File: config.mk
export PLATFORM = sky130hd
export DESIGN_NAME = trial_division_prime_test_top
export DESIGN_NICKNAME = d
export VERILOG_FILES = /design/src/hw/rtl/tdpt_pkg.sv /design/src/hw/rtl/tdpt_rem_unit.sv /design/src/hw/rtl/trial_division_prime_test_top.sv
export SDC_FILE = /design/constraint.sdc
export NUM_CORES = 1
export LEC_CHECK = 0
export BUFFER_PORTS_ARGS = -buffer_cell sky130_fd_sc_hd__buf_4
export CAP_MARGIN = 20
export CELL_PAD_IN_SITES_DETAIL_PLACEMENT = 0
export CELL_PAD_IN_SITES_GLOBAL_PLACEMENT = 2
export CORE_ASPECT_RATIO = 2
export CORE_MARGIN = 2
export CORE_UTILIZATION = 43
export DETAILED_ROUTE_END_ITERATION = 16
export PLACE_DENSITY_LB_ADDON = 0.1
export SYNTH_ARGS = -nofsm -noshare
export SYNTH_HDL_FRONTEND = slang
export SYNTH_SLANG_ARGS = --single-unit
File: constraint.sdc
create_clock -name clk -period 8.3 [get_ports clk]
set_clock_uncertainty 0.1 [all_clocks]
set_input_delay 0.83 -clock clk [delete_from_list [all_inputs] [get_ports clk]]
set_output_delay 0.83 -clock clk [all_outputs]
set_load 0.1 [all_outputs]
File: src/hw/rtl/tdpt_pkg.sv
package tdpt_pkg;

  // Default candidate width
  localparam int NUM_BITS_DEF = 31;

  // First odd trial divisor and its square
  localparam int FIRST_DIVISOR = 3;
  localparam int FIRST_SQUARE  = 9;

  // Handshake between the sequencer and the remainder unit
  typedef struct packed {
    logic done;      // remainder ready, one-cycle pulse
    logic rem_zero;  // remainder is zero, valid with done
  } tdpt_rem_status_t;

endpackage

File: src/hw/rtl/tdpt_rem_unit.sv
module tdpt_rem_unit
  import tdpt_pkg::*;
#(
  parameter int NUM_BITS = NUM_BITS_DEF
) (
  input  logic                clk,
  input  logic                rst,
  input  logic                go,
  input  logic [NUM_BITS-1:0] dividend,
  input  logic [NUM_BITS-1:0] divisor,
  output tdpt_rem_status_t    status
);

  localparam int CNT_W = (NUM_BITS > 1) ? $clog2(NUM_BITS) : 1;
  localparam logic [CNT_W-1:0] CNT_LAST = CNT_W'(NUM_BITS - 1);

  logic                active;
  logic                done;
  logic [CNT_W-1:0]    cnt;
  logic [NUM_BITS-1:0] dvd;
  logic [NUM_BITS-1:0] rem;

  logic [NUM_BITS:0]   rem_sh;
  logic [NUM_BITS:0]   diff;
  logic [NUM_BITS-1:0] rem_next;

  // One restoring step: shift in the next dividend bit, subtract if it fits
  always_comb begin
    rem_sh = {rem, dvd[NUM_BITS-1]};
    diff   = rem_sh - {1'b0, divisor};
    if (diff[NUM_BITS]) begin
      rem_next = rem_sh[NUM_BITS-1:0];
    end else begin
      rem_next = diff[NUM_BITS-1:0];
    end
  end

  always_ff @(posedge clk) begin
    if (rst) begin
      active <= 1'b0;
      done   <= 1'b0;
      cnt    <= '0;
    end else begin
      done <= 1'b0;
      if (go) begin
        active <= 1'b1;
        cnt    <= CNT_LAST;
      end else if (active) begin
        if (cnt == '0) begin
          active <= 1'b0;
          done   <= 1'b1;
        end else begin
          cnt <= cnt - 1'b1;
        end
      end
    end
  end

  always_ff @(posedge clk) begin
    if (go) begin
      dvd <= dividend;
      rem <= '0;
    end else if (active) begin
      dvd <= {dvd[NUM_BITS-2:0], 1'b0};
      rem <= rem_next;
    end
  end

  assign status.done     = done;
  assign status.rem_zero = (rem == '0);

  a_done_after_active: assert property (@(posedge clk) disable iff (rst)
    done |-> $past(active))
    else $error("remainder done without an active division");

  a_go_when_idle: assert property (@(posedge clk) disable iff (rst)
    go |-> !active)
    else $error("division launched while one is running");

  a_rem_below_divisor: assert property (@(posedge clk) disable iff (rst)
    done |-> (rem < divisor))
    else $error("final remainder not below divisor");

endmodule

File: src/hw/rtl/trial_division_prime_test_top.sv
// Trial-division primality test. Pulse start with a candidate while busy is
// low; exactly one result follows, shown on prime_flag for a single cycle with
// done high, and it must be taken in that cycle: the block cannot be stalled.
// Numbers below 2 and all even numbers, 2 included, are answered in the
// cycle after start, with busy never raised. An odd candidate n of 3 or more
// is divided by each odd divisor from 3 upward while the divisor squared does
// not exceed n; for each divisor the sequencer checks the bound, launches the
// remainder unit, waits while it retires one quotient bit per cycle, and takes
// its done pulse. A prime therefore runs through every odd divisor up to its
// square root. busy stays high for the whole test; start is ignored while busy
// is high.
module trial_division_prime_test_top
  import tdpt_pkg::*;
#(
  parameter int NUM_BITS = NUM_BITS_DEF
) (
  input  logic                clk,
  input  logic                rst,
  input  logic                start,
  output logic                busy,
  input  logic [NUM_BITS-1:0] candidate,
  output logic                done,
  output logic                prime_flag
);

  localparam int SQ_W = NUM_BITS + 2;

  // Sequencer states
  localparam logic [1:0] ST_IDLE  = 2'd0;
  localparam logic [1:0] ST_CHECK = 2'd1;
  localparam logic [1:0] ST_LAUNCH = 2'd2;
  localparam logic [1:0] ST_WAIT  = 2'd3;

  logic [1:0]          state;
  logic [1:0]          state_next;
  logic [NUM_BITS-1:0] n;        // candidate under test
  logic [NUM_BITS-1:0] d;        // current odd trial divisor
  logic [SQ_W-1:0]     sq;       // d * d, kept by increments
  logic                rem_go;
  tdpt_rem_status_t    rem_status;

  logic                accept;
  logic                small_or_even;
  logic                is_two;

  assign accept        = start && (state == ST_IDLE);
  assign is_two        = (candidate == NUM_BITS'(2));
  assign small_or_even = (candidate < NUM_BITS'(2)) || !candidate[0];
  assign busy          = (state != ST_IDLE);
  assign rem_go        = (state == ST_LAUNCH);

  always_comb begin
    state_next = state;
    unique case (state)
      ST_IDLE: begin
        if (start && !small_or_even && !is_two) begin
          state_next = ST_CHECK;
        end
      end
      ST_CHECK: begin
        // Past the square root: no divisor left, so n is prime
        if (sq > {2'b00, n}) begin
          state_next = ST_IDLE;
        end else begin
          state_next = ST_LAUNCH;
        end
      end
      ST_LAUNCH: state_next = ST_WAIT;
      ST_WAIT: begin
        if (rem_status.done) begin
          state_next = rem_status.rem_zero ? ST_IDLE : ST_CHECK;
        end
      end
      default: state_next = ST_IDLE;
    endcase
  end

  always_ff @(posedge clk) begin
    if (rst) begin
      state <= ST_IDLE;
      done  <= 1'b0;
    end else begin
      state <= state_next;
      done  <= 1'b0;
      unique case (state)
        ST_IDLE: begin
          // Answer trivial candidates at once
          if (start && (small_or_even || is_two)) begin
            done <= 1'b1;
          end
        end
        ST_CHECK: begin
          if (sq > {2'b00, n}) begin
            done <= 1'b1;
          end
        end
        ST_WAIT: begin
          if (rem_status.done && rem_status.rem_zero) begin
            done <= 1'b1;
          end
        end
        default: ;
      endcase
    end
  end

  // Payload: candidate, divisor, square and result flag
  always_ff @(posedge clk) begin
    if (accept) begin
      n          <= candidate;
      d          <= NUM_BITS'(FIRST_DIVISOR);
      sq         <= SQ_W'(FIRST_SQUARE);
      prime_flag <= is_two;
    end else if (state == ST_CHECK) begin
      if (sq > {2'b00, n}) begin
        prime_flag <= 1'b1;
      end
    end else if (state == ST_WAIT && rem_status.done) begin
      if (rem_status.rem_zero) begin
        prime_flag <= 1'b0;
      end else begin
        // Advance to the next odd divisor: (d+2)^2 = d^2 + 4d + 4
        d  <= d + NUM_BITS'(2);
        sq <= sq + {d, 2'b00} + SQ_W'(4);
      end
    end
  end

  tdpt_rem_unit #(
    .NUM_BITS (NUM_BITS)
  ) u_rem (
    .clk      (clk),
    .rst      (rst),
    .go       (rem_go),
    .dividend (n),
    .divisor  (d),
    .status   (rem_status)
  );

  a_done_frees_block: assert property (@(posedge clk) disable iff (rst)
    done |-> !busy)
    else $error("result shown while still busy");

  a_divisor_odd: assert property (@(posedge clk) disable iff (rst)
    busy |-> d[0])
    else $error("trial divisor is even");

  a_prime_is_odd_or_two: assert property (@(posedge clk) disable iff (rst)
    (done && prime_flag) |-> (n[0] || (n == NUM_BITS'(2))))
    else $error("even candidate other than two reported prime");

  a_launch_from_check: assert property (@(posedge clk) disable iff (rst)
    rem_go |-> $past(state == ST_CHECK))
    else $error("division launched without a bound check");

endmodule

Yosys cells after proc, flatten, opt, wreduce, memory -nomap -nowiden
Index checks and enable logic that the tools add are counted.

$lt $le $gt $ge: 2. Muxes and demuxes: 24. Eq/ne operators: 8. Add/subtract/negate cells: 5. Bitwise operators: 4. Reduce and logical (&&, ||, !) cells: 25.

Operators with widths (number): 31-bit 2-to-1 mux (3); 33-bit by 3-bit adder with 33-bit output, second input constant (1); 33-bit adder (1); 33-bit by 31-bit > comparator with 1-bit output (1); 32-bit by 31-bit subtractor with 32-bit output (1); 31-bit by 2-bit adder with 31-bit output, second input constant (1); 31-bit by 2-bit == test with 1-bit output, second input constant (1); 31-bit zero test (1); 31-bit by 2-bit < comparator with 1-bit output, second input constant (1); 5-bit 2-to-1 mux (3); 1-bit 2-to-1 mux (13); 2-bit one-hot mux with 4 select lines (1); 1-bit logical AND (6); 2-bit 2-to-1 mux (3); 2-bit AND reduction (3); 3-bit AND reduction (2); 3-bit nonzero test (2); 5-bit zero test (1); 5-bit by 1-bit subtractor with 5-bit output, second input constant (1); 2-bit == test, second input constant (2); 2-bit by 1-bit != test with 1-bit output, second input constant (2); 1-bit NOT (4); 2-bit nonzero test (2); 1-bit zero test (3); 8 further kinds (9).

Bits in registers: 168. Input bits: 34.

Logic depth before layout (Yosys ltp)
Depth after elaboration: 7. Mapped depth: 15. Depth with buffers taken out: 15.

Cells and area by module
Synthesis repeated with hierarchy kept, for this count alone.

Cell total of the unflattened synthesis: 1270. Area, all modules: 11314.6 um2.

By module, submodules not included: trial_division_prime_test_top (instances 1, cells an instance 681, seq. area each 2222.1 um2, area an instance 6202.2 um2); tdpt_rem_unit (instances 1, cells an instance 589, seq. area each 1691.6 um2, area an instance 5112.4 um2).

Worst setup path before layout
OpenSTA, ideal clock, no wires.

Kind: reg-to-reg. Start: register d[2]. End: register u_rem.rem[13]. Period minus slack after synthesis: 3.351 ns. Arrival: 3.119 ns. Buffers on the path: 1. Setup slack: 4.949 ns. Required time: 8.067 ns. Stages on the path, launching flop included: 14. Cell sequence: dfxtp_1 -> inv_1 -> ha_1 -> o21a_1 -> a21oi_2 -> a2111oi_4 -> a221oi_2 -> or4_4 -> a31oi_4 -> a21bo_4 -> xor2_4 -> buf_6 -> mux2i_1 -> a21oi_1.

Longest elaborated chain between the ends: 2.

RTL lines: start, declared (line trial_division_prime_test_top.sv:37) `logic [NUM_BITS-1:0] d;`; start signal, assigned (line trial_division_prime_test_top.sv:111) `d <= NUM_BITS'(FIRST_DIVISOR);`; start signal, assigned (line trial_division_prime_test_top.sv:123) `d <= d + NUM_BITS'(2);`; 32-bit by 31-bit subtractor with 32-bit output (line tdpt_rem_unit.sv:30) `diff = rem_sh - {1'b0, divisor};`; 31-bit 2-to-1 mux (line tdpt_rem_unit.sv:31) `if (diff[NUM_BITS]) begin`; end signal, assigned (line tdpt_rem_unit.sv:65) `rem <= rem_next;`; end, declared (line tdpt_rem_unit.sv:21) `logic [NUM_BITS-1:0] rem;`.

No other way between the ends. A chain may end at the register's enable or synchronous reset.

Final worst setup path
Start: register d[3]. End: register u_rem.rem[8].

The elaborated chain is that of the path after synthesis.

==> results.sh <==
export IMPL_rows=80
export IMPL_cp_num_buf_inv=2
export IMPL_min_path_type="flop to flop"
export IMPL_initial_core_util_pct=43.80
export IMPL_synth_top_area_share_pct=19.30
export IMPL_max_freq_mhz=239.6
export IMPL_drt_vias_per_instance=5.531
export IMPL_seqPwrFrac_pct=28.9
export IMPL_p_leak_nw=5.181
export IMPL_track_usage_pct=22.66
export IMPL_yosysWarnings=0
export IMPL_crit_path_top_delay_cell="or4_4"
export IMPL_holdBufCountCts=0
export IMPL_drtAntennaViolNets=0
export IMPL_io_buffers=36
export IMPL_cts_tree="done"
export IMPL_grt_max_degree=84
export IMPL_startpoint_type="flop"
export IMPL_setup_violations_final=0
export IMPL_antenna_found_initial=0
export IMPL_setup_tns_ps=0
export IMPL_finalCritPeriodShare_pct=50.28
export IMPL_final_area_sq_mm=0.01160
export IMPL_slew_headroom_pct=36.63
export IMPL_synth_mux_area_share_pct=2.866
export IMPL_synthArstFlopShare_pct=0
export IMPL_die_h_um=224.8
export IMPL_core_region_area_sq_mm=0.02392
export IMPL_grt_pass1_vias=8428
export IMPL_die_w_um=114.4
export IMPL_critical_path_top_delay_family="compound AO/OA/AOI/OAI gates"
export IMPL_synthTopCellsByArea="dfxtp_1, edfxtp_1, ha_1"
export IMPL_nNetsFinal=1351
export IMPL_internal_power_mw=2.176
export IMPL_synth_fp_nets=1327
export IMPL_drc=0
export IMPL_p_clk_share_pct=21.8
export IMPL_synth_seq_area_share_pct=37.35
export IMPL_fillCellCount=2356
export IMPL_clock_latency_ps=450
export IMPL_hold_viol=0
export IMPL_cp_max_fo=20
export IMPL_cpPeakStageDelay_ps=590
export IMPL_finalMaxSlewViolations=0
export IMPL_dp_hpwl_um=21730
export IMPL_yosys_area_share_adder_pct=14.35
export IMPL_ys_flop_type="dfxtp_1"
export IMPL_cts_max_level=4
export IMPL_power_switching_mw=1.459
export IMPL_wl_um=27700
export IMPL_cp_end_kind="flop"
export IMPL_cts_buffer_depth=2
export IMPL_ys_ff_latch=164
export IMPL_first_iter_violations=481
export IMPL_vias=8286
export IMPL_fin_crit_ps=4173
export IMPL_syn_area_per_cell_sq_um=8.925
export IMPL_synth_top_area_cell="dfxtp_1"
export IMPL_final_cell_mix="nand2_1, ha_1, a21oi_1, dfxtp_1, o21ai_0"
export IMPL_synth_simple_gate_area_share_pct=14.70
export IMPL_cts_root_buffer="clkbuf_16"
export IMPL_syn_inst=1174
export IMPL_io_pins=37
export IMPL_power_density_mw_per_mm2=313.3
export IMPL_place_area_sq_mm=0.01102
export IMPL_critPathRequiredTime_ps=8510
export IMPL_final_common_cell="nand2_1"
export IMPL_syn_cell_area_sq_mm=0.01048
export IMPL_gr_total_overflow=0
export IMPL_post_cts_buffers=0
export IMPL_path_cells="inv_1 > ha_1 > o21a_1 > a21oi_2 > a2111oi_4 > a221oi_2 > or4_4 > a31oi_4 > a21bo_4 > xor2_4 > buf_4 > mux2i_1 > o21ai_1"
export IMPL_crit_type="flop to flop"
export IMPL_clk_pin_slew_worst_paths_ps=60
export IMPL_cts_buffers=17
export IMPL_synth_top_family_by_area="compound AO/OA/AOI/OAI gates"
export IMPL_total_power_mw=3.635
export IMPL_worstPathArrival_ps=4390
export IMPL_worst_pin_slew_ps=943.2
export IMPL_syn2layout_area_growth_pct=10.74
export IMPL_drt_first_pass_iters=4
export IMPL_synth_edf_count=63
export IMPL_drv_cap=0
export IMPL_synth_xor_area_share_pct=7.034
export IMPL_diodes=0
export IMPL_p_comb_share_pct=49.3
export IMPL_swShare_pct=40.14
export IMPL_die_area_sq_mm=0.02571
export IMPL_grt_pass1_wl_um=44470
export IMPL_drive_gt1_share_pct=7.349
export IMPL_place_gp_congestion=0.8163
export IMPL_wl_per_cell_um=18.49
export IMPL_cts_sinks=164
export IMPL_peakVddDrop_uv=418.7
export IMPL_post_cts_resized=0
export IMPL_rsz0062_at_grt="no"
export IMPL_status="finished clean"
export IMPL_synth_compound_area_share_pct=19.07
export IMPL_synth_cell_type_count=62
state kept, by name, indices dropped and copies added (netlist names):
register,flops
state,2
done,1
u_rem.active,1
d,30
u_rem.cnt,5
n,31
prime_flag,1
u_rem.done,1
u_rem.rem,31
sq,30
u_rem.dvd,31
power groups by stage:
stage | registers, mW | clock network [mW] | logic, mW
global placement | 1.07 | 0 | 1.80
CTS | 1.05 | 0.810 | 1.80
global route | 1.07 | 0.837 | 1.98
floorplan | 1.03 | 0 | 1.47
detailed placement | 1.07 | 0 | 1.79
finish | 1.05 | 0.791 | 1.79
metal layers:
layer  vias up  share of wire [%]  global-route usage (%)
li1       4280                  -                       -
met1      3881                 39                   23.40
met2        92                 57                   44.55
met3        33                1.9                   3.988
met4         0                2.4                   7.750
met5         -                  0                       0
Yosys cell counts (all sizes together), types with 8 or more instances:
| master | instances |
|---|---|
| a211oi | 12 |
| a21o | 34 |
| a21oi | 114 |
| and3 | 9 |
| clkbuf | 36 |
| dfxtp | 101 |
| edfxtp | 63 |
| ha | 117 |
| inv | 83 |
| mux2i | 30 |
| nand2 | 130 |
| nand2b | 8 |
| nand3 | 30 |
| nand4 | 22 |
| nor2 | 67 |
| nor3 | 14 |
| nor4 | 22 |
| o21a | 10 |
| o21ai | 98 |
| o21bai | 9 |
| xnor2 | 64 |
| xor2 | 18 |
kinds of logic after synthesis:
logic type,Yosys count
DFF,164
AOI/OAI and AO/OA,326
adders and majority gates,119
and+or+nand+nor,330
buffers and inverters,123
muxes,30
xor gates and xnor gates,82
worst register-to-register path: cells and delay by family, from the launching register on:
kind | cells | cell delay, ps
AO/OA/AOI/OAI | 7 | 1380
AND/OR/NAND/NOR | 1 | 590
buffers and inverters | 2 | 520
flip-flops | 1 | 440
XOR/XNOR | 1 | 400
adder cells (fa/ha/maj) | 1 | 340
multiplexers | 1 | 250
path summary, 6_finish.rpt:
check,startpoint,to,slack [ps],depth (start not counted)
min,sq[4],sq[4],390,2
max,d[3],u_rem.rem[8],4130,13
min reg2reg,sq[4],sq[4],390,2
max reg2reg,d[3],u_rem.rem[8],4130,13
layout make-up:
cell class / count / area [sq um] / share of cell area, %
multi-input cells: 887 / 6100 / 52.57
flip-flops and latches: 164 / 3914 / 33.73
clock buffers: 21 / 471.7 / 4.066
well taps: 287 / 359.1 / 3.095
repair buffers: 45 / 337.8 / 2.912
inverters: 83 / 311.5 / 2.685
clock inverters: 11 / 108.9 / 0.9382
stage by stage:
stage,hold WS [ps],cells,util (%),worst slack (ps)
5_1_grt,401.1,1498,48.50,3834
2_1_floorplan,347.5,1174,-,4949
3_3_place_gp,365.6,1466,46.07,4187
3_5_place_dp,376.5,1466,46.07,4122
6_report,386.6,1498,48.50,4127
4_1_cts,388.5,1498,48.50,4092
(Power assumes the default switching activity.)
